File: src/rtl/frsm_pkg.sv
package frsm_pkg;

    localparam int RATE_W    = 28;
    localparam int PERIOD_W  = 20;
    localparam int COUNT_W   = 32;
    localparam int CFG_IDX_W = 2;
    localparam int DIV_STEPS = 28;
    localparam int STEP_W    = 5;
    localparam int WIDE_W    = 32;

    localparam logic [CFG_IDX_W-1:0] REG_TARGET  = 2'd0;
    localparam logic [CFG_IDX_W-1:0] REG_WARNING = 2'd1;

    localparam logic [RATE_W-1:0] RATE_SCALE     = 28'd256000000;
    localparam logic [RATE_W-1:0] RESET_TARGET   = 28'd15360;
    localparam logic [RATE_W-1:0] RESET_WARNING  = 28'd7680;
    localparam logic [RATE_W-1:0] RESET_LOWEST   = 28'd255744;
    localparam logic [RATE_W-1:0] LEVEL_SMOOTH   = 28'd14080;
    localparam logic [RATE_W-1:0] LEVEL_STABLE   = 28'd11520;
    localparam logic [RATE_W-1:0] LEVEL_UNSTABLE = 28'd7680;

    typedef enum logic [1:0] {
        QUAL_SMOOTH   = 2'd0,
        QUAL_STABLE   = 2'd1,
        QUAL_UNSTABLE = 2'd2,
        QUAL_POOR     = 2'd3
    } quality_t;

    typedef enum logic [2:0] {
        ST_IDLE,
        ST_DIV_RATE,
        ST_UPDATE,
        ST_DIV_MEAN,
        ST_APPLY,
        ST_FLAGS
    } frsm_state_t;

    typedef struct packed {
        logic start_rate;
        logic step;
        logic update;
        logic apply;
        logic load_out;
    } frsm_cmd_t;

    typedef struct packed {
        logic period_zero;
        logic div_last;
        logic out_free;
    } frsm_status_t;

endpackage

File: src/rtl/frsm_ctrl.sv
module frsm_ctrl (
    input  logic                   clk,
    input  logic                   rst_n,
    input  logic                   in_valid,
    input  frsm_pkg::frsm_status_t status,
    output logic                   in_stall,
    output frsm_pkg::frsm_cmd_t    cmd
);

    frsm_pkg::frsm_state_t state_reg;
    frsm_pkg::frsm_state_t state_next;

    always_ff @(posedge clk or negedge rst_n)
    begin
        if (!rst_n)
        begin
            state_reg <= frsm_pkg::ST_IDLE;
        end
        else
        begin
            state_reg <= state_next;
        end
    end

    always_comb
    begin
        state_next = state_reg;
        case (state_reg)
            frsm_pkg::ST_IDLE:
            begin
                if (in_valid && !status.period_zero)
                begin
                    state_next = frsm_pkg::ST_DIV_RATE;
                end
            end
            frsm_pkg::ST_DIV_RATE:
            begin
                if (status.div_last)
                begin
                    state_next = frsm_pkg::ST_UPDATE;
                end
            end
            frsm_pkg::ST_UPDATE:
            begin
                state_next = frsm_pkg::ST_DIV_MEAN;
            end
            frsm_pkg::ST_DIV_MEAN:
            begin
                if (status.div_last)
                begin
                    state_next = frsm_pkg::ST_APPLY;
                end
            end
            frsm_pkg::ST_APPLY:
            begin
                state_next = frsm_pkg::ST_FLAGS;
            end
            frsm_pkg::ST_FLAGS:
            begin
                if (status.out_free)
                begin
                    state_next = frsm_pkg::ST_IDLE;
                end
            end
            default:
            begin
                state_next = frsm_pkg::ST_IDLE;
            end
        endcase
    end

    always_comb
    begin
        in_stall = 1'b1;
        cmd      = '0;
        case (state_reg)
            frsm_pkg::ST_IDLE:
            begin
                in_stall       = 1'b0;
                cmd.start_rate = in_valid && !status.period_zero;
            end
            frsm_pkg::ST_DIV_RATE:
            begin
                cmd.step = 1'b1;
            end
            frsm_pkg::ST_UPDATE:
            begin
                cmd.update = 1'b1;
            end
            frsm_pkg::ST_DIV_MEAN:
            begin
                cmd.step = 1'b1;
            end
            frsm_pkg::ST_APPLY:
            begin
                cmd.apply = 1'b1;
            end
            frsm_pkg::ST_FLAGS:
            begin
                cmd.load_out = status.out_free;
            end
            default:
            begin
                in_stall = 1'b1;
            end
        endcase
    end

endmodule

File: src/rtl/frsm_dp.sv
module frsm_dp (
    input  logic                                clk,
    input  logic                                rst_n,
    input  frsm_pkg::frsm_cmd_t                 cmd,
    output frsm_pkg::frsm_status_t              status,
    input  logic                                cfg_wr_en,
    input  logic [frsm_pkg::CFG_IDX_W-1:0]      cfg_index,
    input  logic [frsm_pkg::RATE_W-1:0]         cfg_data,
    input  logic [frsm_pkg::PERIOD_W-1:0]       period_us,
    input  logic                                out_stall,
    output logic                                out_valid,
    output logic [frsm_pkg::RATE_W-1:0]         rate_now,
    output logic [frsm_pkg::RATE_W-1:0]         rate_low,
    output logic [frsm_pkg::RATE_W-1:0]         rate_high,
    output logic [frsm_pkg::RATE_W-1:0]         rate_mean,
    output logic                                warn_flag,
    output logic                                stable_flag,
    output logic [1:0]                          quality_code
);

    logic [frsm_pkg::RATE_W-1:0]  target_reg;
    logic [frsm_pkg::RATE_W-1:0]  warning_reg;
    logic [frsm_pkg::RATE_W-1:0]  rate_reg;
    logic [frsm_pkg::RATE_W-1:0]  low_reg;
    logic [frsm_pkg::RATE_W-1:0]  high_reg;
    logic [frsm_pkg::RATE_W-1:0]  mean_reg;
    logic [frsm_pkg::COUNT_W-1:0] count_reg;
    logic                         mean_up_reg;

    logic [frsm_pkg::RATE_W-1:0]  dvd_reg;
    logic [frsm_pkg::COUNT_W-1:0] dvs_reg;
    logic [frsm_pkg::COUNT_W-1:0] rem_reg;
    logic [frsm_pkg::RATE_W-1:0]  quo_reg;
    logic [frsm_pkg::STEP_W-1:0]  step_cnt_reg;

    logic                         out_valid_reg;
    logic [frsm_pkg::RATE_W-1:0]  rate_now_reg;
    logic [frsm_pkg::RATE_W-1:0]  rate_low_reg;
    logic [frsm_pkg::RATE_W-1:0]  rate_high_reg;
    logic [frsm_pkg::RATE_W-1:0]  rate_mean_reg;
    logic                         warn_reg;
    logic                         stable_reg;
    frsm_pkg::quality_t           quality_reg;

    logic [frsm_pkg::COUNT_W:0]   trial;
    logic [frsm_pkg::COUNT_W:0]   trial_sub;
    logic                         trial_ge;
    logic [frsm_pkg::COUNT_W-1:0] count_next;
    logic [frsm_pkg::RATE_W-1:0]  diff;
    logic                         up;
    logic [frsm_pkg::RATE_W-1:0]  mean_next;
    logic [frsm_pkg::WIDE_W-1:0]  rate_x10;
    logic [frsm_pkg::WIDE_W-1:0]  mean_x10;
    logic [frsm_pkg::WIDE_W-1:0]  target_x9;
    frsm_pkg::quality_t           quality_next;

    assign trial     = {rem_reg, dvd_reg[frsm_pkg::RATE_W-1]};
    assign trial_sub = trial - {1'b0, dvs_reg};
    assign trial_ge  = trial >= {1'b0, dvs_reg};

    assign count_next = (&count_reg) ? count_reg : count_reg + 1'b1;
    assign up         = quo_reg >= mean_reg;
    assign diff       = up ? quo_reg - mean_reg : mean_reg - quo_reg;
    assign mean_next  = mean_up_reg ? mean_reg + quo_reg : mean_reg - quo_reg;

    assign rate_x10  = ({4'b0, rate_reg} << 3) + ({4'b0, rate_reg} << 1);
    assign mean_x10  = ({4'b0, mean_reg} << 3) + ({4'b0, mean_reg} << 1);
    assign target_x9 = ({4'b0, target_reg} << 3) + {4'b0, target_reg};

    always_comb
    begin
        if (mean_reg >= frsm_pkg::LEVEL_SMOOTH)
        begin
            quality_next = frsm_pkg::QUAL_SMOOTH;
        end
        else if (mean_reg >= frsm_pkg::LEVEL_STABLE)
        begin
            quality_next = frsm_pkg::QUAL_STABLE;
        end
        else if (mean_reg >= frsm_pkg::LEVEL_UNSTABLE)
        begin
            quality_next = frsm_pkg::QUAL_UNSTABLE;
        end
        else
        begin
            quality_next = frsm_pkg::QUAL_POOR;
        end
    end

    assign status.period_zero = (period_us == '0);
    assign status.div_last    = (step_cnt_reg == frsm_pkg::STEP_W'(frsm_pkg::DIV_STEPS - 1));
    assign status.out_free    = !out_valid_reg || !out_stall;

    always_ff @(posedge clk or negedge rst_n)
    begin
        if (!rst_n)
        begin
            target_reg    <= frsm_pkg::RESET_TARGET;
            warning_reg   <= frsm_pkg::RESET_WARNING;
            low_reg       <= frsm_pkg::RESET_LOWEST;
            high_reg      <= '0;
            mean_reg      <= '0;
            count_reg     <= '0;
            step_cnt_reg  <= '0;
            out_valid_reg <= 1'b0;
        end
        else
        begin
            if (cfg_wr_en)
            begin
                case (cfg_index)
                    frsm_pkg::REG_TARGET:  target_reg  <= cfg_data;
                    frsm_pkg::REG_WARNING: warning_reg <= cfg_data;
                    default:               ;
                endcase
            end
            if (cmd.start_rate || cmd.update)
            begin
                step_cnt_reg <= '0;
            end
            else if (cmd.step)
            begin
                step_cnt_reg <= step_cnt_reg + 1'b1;
            end
            if (cmd.update)
            begin
                if (quo_reg < low_reg)
                begin
                    low_reg <= quo_reg;
                end
                if (quo_reg > high_reg)
                begin
                    high_reg <= quo_reg;
                end
                count_reg <= count_next;
            end
            if (cmd.apply)
            begin
                mean_reg <= mean_next;
            end
            if (cmd.load_out)
            begin
                out_valid_reg <= 1'b1;
            end
            else if (!out_stall)
            begin
                out_valid_reg <= 1'b0;
            end
        end
    end

    always_ff @(posedge clk)
    begin
        if (cmd.start_rate)
        begin
            dvd_reg <= frsm_pkg::RATE_SCALE;
            dvs_reg <= {{(frsm_pkg::COUNT_W - frsm_pkg::PERIOD_W){1'b0}}, period_us};
            rem_reg <= '0;
            quo_reg <= '0;
        end
        else if (cmd.update)
        begin
            rate_reg    <= quo_reg;
            mean_up_reg <= up;
            dvd_reg     <= diff;
            dvs_reg     <= count_next;
            rem_reg     <= '0;
            quo_reg     <= '0;
        end
        else if (cmd.step)
        begin
            rem_reg <= trial_ge ? trial_sub[frsm_pkg::COUNT_W-1:0]
                                : trial[frsm_pkg::COUNT_W-1:0];
            quo_reg <= {quo_reg[frsm_pkg::RATE_W-2:0], trial_ge};
            dvd_reg <= {dvd_reg[frsm_pkg::RATE_W-2:0], 1'b0};
        end
        if (cmd.load_out)
        begin
            rate_now_reg  <= rate_reg;
            rate_low_reg  <= low_reg;
            rate_high_reg <= high_reg;
            rate_mean_reg <= mean_reg;
            warn_reg      <= rate_reg < warning_reg;
            stable_reg    <= (rate_x10 >= target_x9) && (mean_x10 >= target_x9);
            quality_reg   <= quality_next;
        end
    end

    assign out_valid    = out_valid_reg;
    assign rate_now     = rate_now_reg;
    assign rate_low     = rate_low_reg;
    assign rate_high    = rate_high_reg;
    assign rate_mean    = rate_mean_reg;
    assign warn_flag    = warn_reg;
    assign stable_flag  = stable_reg;
    assign quality_code = quality_reg;

endmodule

File: src/rtl/frame_rate_statistics_monitor.sv
// Frame rate statistics monitor.
// Input channel: one frame period in microseconds per transfer (in_valid, in_stall,
// period_us). A zero period is taken and dropped without a result.
// Output channel: one result per nonzero period (out_valid, out_stall), carrying the
// current rate, lowest, highest and running mean rate in 1/256 fps units, a warning
// flag, a stabilized flag and a quality code.
// Configuration: cfg_wr_en, cfg_index, cfg_data write target_rate (index 0) and
// warning_rate (index 1); write only while the block is idle.
// Operation: a nonzero period is taken and worked through to its result before the next
// period can be taken. One shared restoring divider, one quotient bit per cycle, does
// both divisions (rate, then mean step); further states update the statistics, apply
// the mean step and grade the result.
// Receiver stall: the result holds in the output register; the next item is still
// taken and computed, then waits in the last step until the held result is transferred.
// Reset: target 60 fps, warning 30 fps, lowest 999 fps, highest, mean and count zero.
module frame_rate_statistics_monitor (
    input  logic                           clk,
    input  logic                           rst_n,
    input  logic                           cfg_wr_en,
    input  logic [frsm_pkg::CFG_IDX_W-1:0] cfg_index,
    input  logic [frsm_pkg::RATE_W-1:0]    cfg_data,
    input  logic                           in_valid,
    output logic                           in_stall,
    input  logic [frsm_pkg::PERIOD_W-1:0]  period_us,
    output logic                           out_valid,
    input  logic                           out_stall,
    output logic [frsm_pkg::RATE_W-1:0]    rate_now,
    output logic [frsm_pkg::RATE_W-1:0]    rate_low,
    output logic [frsm_pkg::RATE_W-1:0]    rate_high,
    output logic [frsm_pkg::RATE_W-1:0]    rate_mean,
    output logic                           warn_flag,
    output logic                           stable_flag,
    output logic [1:0]                     quality_code
);

    frsm_pkg::frsm_cmd_t    cmd;
    frsm_pkg::frsm_status_t status;

    frsm_ctrl u_ctrl (
        .clk      (clk),
        .rst_n    (rst_n),
        .in_valid (in_valid),
        .status   (status),
        .in_stall (in_stall),
        .cmd      (cmd)
    );

    frsm_dp u_dp (
        .clk          (clk),
        .rst_n        (rst_n),
        .cmd          (cmd),
        .status       (status),
        .cfg_wr_en    (cfg_wr_en),
        .cfg_index    (cfg_index),
        .cfg_data     (cfg_data),
        .period_us    (period_us),
        .out_stall    (out_stall),
        .out_valid    (out_valid),
        .rate_now     (rate_now),
        .rate_low     (rate_low),
        .rate_high    (rate_high),
        .rate_mean    (rate_mean),
        .warn_flag    (warn_flag),
        .stable_flag  (stable_flag),
        .quality_code (quality_code)
    );

endmodule

File: config.mk
export PLATFORM = sky130hd
export DESIGN_NAME = frame_rate_statistics_monitor
export DESIGN_NICKNAME = d
export VERILOG_FILES = /design/src/rtl/frsm_pkg.sv /design/src/rtl/frsm_ctrl.sv /design/src/rtl/frsm_dp.sv /design/src/rtl/frame_rate_statistics_monitor.sv
export SDC_FILE = /design/constraint.sdc
export NUM_CORES = 1
export LEC_CHECK = 0
export ABC_AREA = 1
export BUFFER_PORTS_ARGS = -buffer_cell sky130_fd_sc_hd__buf_2
export CORE_MARGIN = 10
export CORE_UTILIZATION = 38
export CTS_BUF_LIST = sky130_fd_sc_hd__clkbuf_16
export CTS_CLUSTER_DIAMETER = 30
export DETAILED_ROUTE_END_ITERATION = 16
export GPL_TIMING_DRIVEN = 1
export PLACE_DENSITY = 0.59
export SKIP_LAST_GASP = 1
export SLEW_MARGIN = 5
export SYNTH_ARGS = -nofsm -noshare
export SYNTH_HDL_FRONTEND = slang
export SYNTH_HIERARCHICAL = 1
export SYNTH_SLANG_ARGS = --single-unit
File: constraint.sdc
create_clock -name clk -period 23 [get_ports clk]
set_input_delay 2.3 -clock clk [delete_from_list [all_inputs] [get_ports clk]]
set_output_delay 2.3 -clock clk [all_outputs]
set_load 0.1 [all_outputs]
==> results.py <==
metrics = {
    "global_routing": {
        "grt_antenna_before_repair": 4,
        "grt_pass1_wl_um": 155500,
        "use_met1": 0.2741,
        "grt_busiest_layer": "met2",
        "use_met3": 0.04184,
        "grt_max_degree": 72,
        "gr-total-overflow": 0,
        "use_met2": 0.3359,
        "grtUsageTotal": 0.2092,
        "grt_pass1_vias": 27680,
    },
    "clocking": {
        "clk_pin_slew_ps": 40,
        "cts_made_buffers": 108,
        "postCtsSetupBuffers": 0,
        "clk-insertion-delay-late_ps": 690,
        "h-tree-depth": 3,
        "clk_path_buf_depth": 3,
        "post_cts_resized": 0,
        "holdBufCountCts": 0,
        "cts.sinks": 446,
        "cts-root-buf": "clkbuf_16",
        "cts_tree": "yes",
    },
    "job": {
        "max_cap_violations": 0,
    },
    "die": {
        "rows": 104,
        "die_x_um": 306.2,
        "ioPinCount": 173,
        "fp.dieArea_um2": 93730,
        "initial_utilization": 0.3851,
        "core-area_um2": 80810,
        "die_h_um": 306.2,
    },
    "pwr": {
        "p_sw_uw": 3141,
        "vdd_drop_max_mv": 0.07206,
        "power_density_nw_per_um2": 173.6,
        "combPwrFrac": 0.539,
        "leakagePower_uw": 0.01711,
        "p_int_uw": 3249,
        "swShare": 0.4916,
        "p_seq_frac": 0.215,
        "power.share.clock": 0.246,
    },
    "logic_synthesis": {
        "synth_seq_area_share": 0.3698,
        "synth_area_um2": 31120,
        "synth_cell_types": 64,
        "synth_flop_cell": "edfxtp_1",
        "synth_top_cell_by_area": "edfxtp_1",
        "syn-instance-count": 3992,
        "synth_edf_count": 165,
        "synth_area_leaders": "edfxtp_1 16%, ha_1 13%, dfrtp_1 13%, nand2_1 11%, dfxtp_1 6.4%",
        "ys_ff_latch": 446,
        "syn_area_per_cell_um2": 7.795,
        "synth-warning-count": 6,
        "synth.top_cell.area_share": 0.1592,
        "syn-num-nets": 4387,
        "async_flop_share": 0.4058,
    },
    "outcome": {
        "status": "completed",
    },
    "setup_path": {
        "critical_path_class": "in -> reg",
        "cp_max_fo": 34,
        "regToRegSetupSlack_ps": 18990,
        "worstPathRequired_ps": 23590,
        "r2r-end": "u_dp/stable_flag$_DFFE_PP_",
        "reg2reg_from": "u_dp/target_reg[3]$_DFFE_PN0P_",
        "crit_arrival_ps": 4810,
        "end_kind": "register",
        "worst_setup_path_start_kind": "input port",
        "endpoint": "u_dp/dvd_reg[20]$_SDFFE_PP0P_",
        "cp-startpoint": "period_us[15]",
        "ff2ff_path_depth": 25,
    },
    "worst_hold_path": {
        "whs_path_depth": 2,
        "hp-class": "reg -> reg",
    },
    "placed_design": {
        "io_buffers": 172,
        "place_ws_ps": 18140,
        "hpwl_um": 77560,
        "place_congestion": 0.9617,
    },
    "timing": {
        "setup_viol": 0,
        "drv_slew": 0,
        "slew_headroom": 0.2436,
        "rsz0062_at_grt": "false",
        "finalCriticalPeriod_ps": 4217,
        "skew_ps": 51.11,
        "setup_slack_ps": 18780,
        "fin_crit_sh": 0.1834,
        "hold_viol": 0,
        "finalSetupTns_ps": 0,
        "worst_pin_slew_ps": 1131,
        "clock.fmax_mhz": 237.1,
    },
    "drt": {
        "drc": 0,
        "initialDrtViolationCount": 2215,
        "wl_per_cell_um": 18.72,
        "wirelength_um": 100100,
        "vias": 27880,
        "first_pass_iters": 6,
        "via_per_inst": 5.217,
        "drtAntennaViolNets": 0,
    },
    "final_layout": {
        "seq_area_um2": 11510,
        "syn2layout_area_growth_pct": 18.31,
        "drive_gt1_frac": 0.1046,
        "nets": 4582,
        "multi_input_area_um2": 17220,
        "fillerInstances": 8107,
    },
}
[synthesized netlist by cell type, drive strengths merged, types with 7 or more instances]
| master | count |
|---|---|
| clkbuf | 60 |
| o211ai | 58 |
| or2 | 14 |
| nand4 | 57 |
| a21o | 12 |
| inv | 509 |
| dfrtp | 165 |
| nand3 | 152 |
| dfxtp | 100 |
| ha | 333 |
| o21bai | 27 |
| a21oi | 342 |
| a21boi | 7 |
| dfstp | 16 |
| fa | 7 |
| a22o | 9 |
| nor2 | 253 |
| nor4 | 23 |
| nor3 | 52 |
| nand2 | 937 |
| o21a | 11 |
| o22ai | 17 |
| a31oi | 17 |
| a211oi | 9 |
| xor2 | 118 |
| xnor2 | 50 |
| buf | 47 |
| o21ai | 389 |
| edfxtp | 165 |
[layout by cell type (no fill, tap or decap), types with 55 or more instances in the layout]
master and instances:
o211ai_1 57, nand2_1 930, dfxtp_1 100, o21ai_0 360, clkbuf_16 109, edfxtp_1 165, dfrtp_1 165, nor2_1 238
ha_1 333, nand4_1 55, a21oi_1 339, nand3_1 146, buf_2 171, inv_1 515, xor2_1 118
[metal layers]
metal  part of all wire  vias up
met2               0.45      779
met5            0.00035        -
li1                   -    13890
met1               0.45    13030
met3              0.063      182
met4              0.036        4
[worst min path at each step]
stage / from / endpoint
6_report: u_dp/dvd_reg[0]$_SDFFE_PP0P_ / u_dp/dvd_reg[0]$_SDFFE_PP0P_
5_1_grt: u_dp/rem_reg[7]$_SDFFE_PN0P_ / u_dp/rem_reg[7]$_SDFFE_PN0P_
4_1_cts: u_dp/dvd_reg[0]$_SDFFE_PP0P_ / u_dp/dvd_reg[0]$_SDFFE_PP0P_
3_5_place_dp: u_dp/dvd_reg[0]$_SDFFE_PP0P_ / u_dp/dvd_reg[0]$_SDFFE_PP0P_
3_3_place_gp: u_dp/dvd_reg[0]$_SDFFE_PP0P_ / u_dp/dvd_reg[0]$_SDFFE_PP0P_
2_1_floorplan: u_dp/dvd_reg[0]$_SDFFE_PP0P_ / u_dp/dvd_reg[0]$_SDFFE_PP0P_
[through the flow]
stage | cells | power, uW | hold WS [ps] | utilization | instance area [um2]
6_report | 5344 | 6390 | 464.6 | 0.4556 | 36820
5_1_grt | 5343 | 6904 | 492.3 | 0.4556 | 36810
4_1_cts | 5343 | 6372 | 466.8 | 0.4556 | 36810
3_5_place_dp | 5137 | 4762 | 452.0 | 0.4082 | 32990
3_3_place_gp | 5137 | 4742 | 445.1 | 0.4082 | 32990
2_1_floorplan | 3992 | 3801 | 423.1 | - | 31120
[power groups by stage]
| stage | registers (uW) | logic [uW] | clock network (uW) |
|---|---|---|---|
| 2_1_floorplan | 1350 | 2450 | 0 |
| 3_3_place_gp | 1380 | 3360 | 0 |
| 3_5_place_dp | 1380 | 3390 | 0 |
| 4_1_cts | 1370 | 3410 | 1600 |
| 5_1_grt | 1390 | 3870 | 1640 |
| 6_report | 1370 | 3450 | 1570 |
[cells by family (layout without fill, tap and decap cells)]
logic type / Yosys count / after routing / synth area share
AND/OR/NAND/NOR: 1498 / 1498 / 0.2023
AO/OA/AOI/OAI: 922 / 922 / 0.1643
buffers and inverters: 618 / 909 / 0.07797
flip-flops: 446 / 446 / 0.3698
adder cells (fa/ha/maj): 340 / 340 / 0.1384
XOR/XNOR: 168 / 168 / 0.04729
other: 0 / 1 / 0
[worst max-delay path, cell delays in order]
cell	delay, ps
buf_2	100
nor4_1	310
nand4_1	140
nor2_1	130
inv_1	50
nand2_1	110
nor2_2	50
buf_4	240
nor2_4	420
buf_4	470
inv_1	170
a21oi_1	150
o21ai_1	80
nand2_1	60
[area by class of cell]
cell class,instances,share of cell area
clock inverters,97,0.02977
well taps,1060,0.03602
flip-flops and latches,446,0.3125
repair buffers,192,0.02770
clock buffers,109,0.07409
multi-input cells,2928,0.4677
inverters,511,0.05210
diodes,1,0.00006797
No activity file was read; power rests on OpenSTA's default activity.
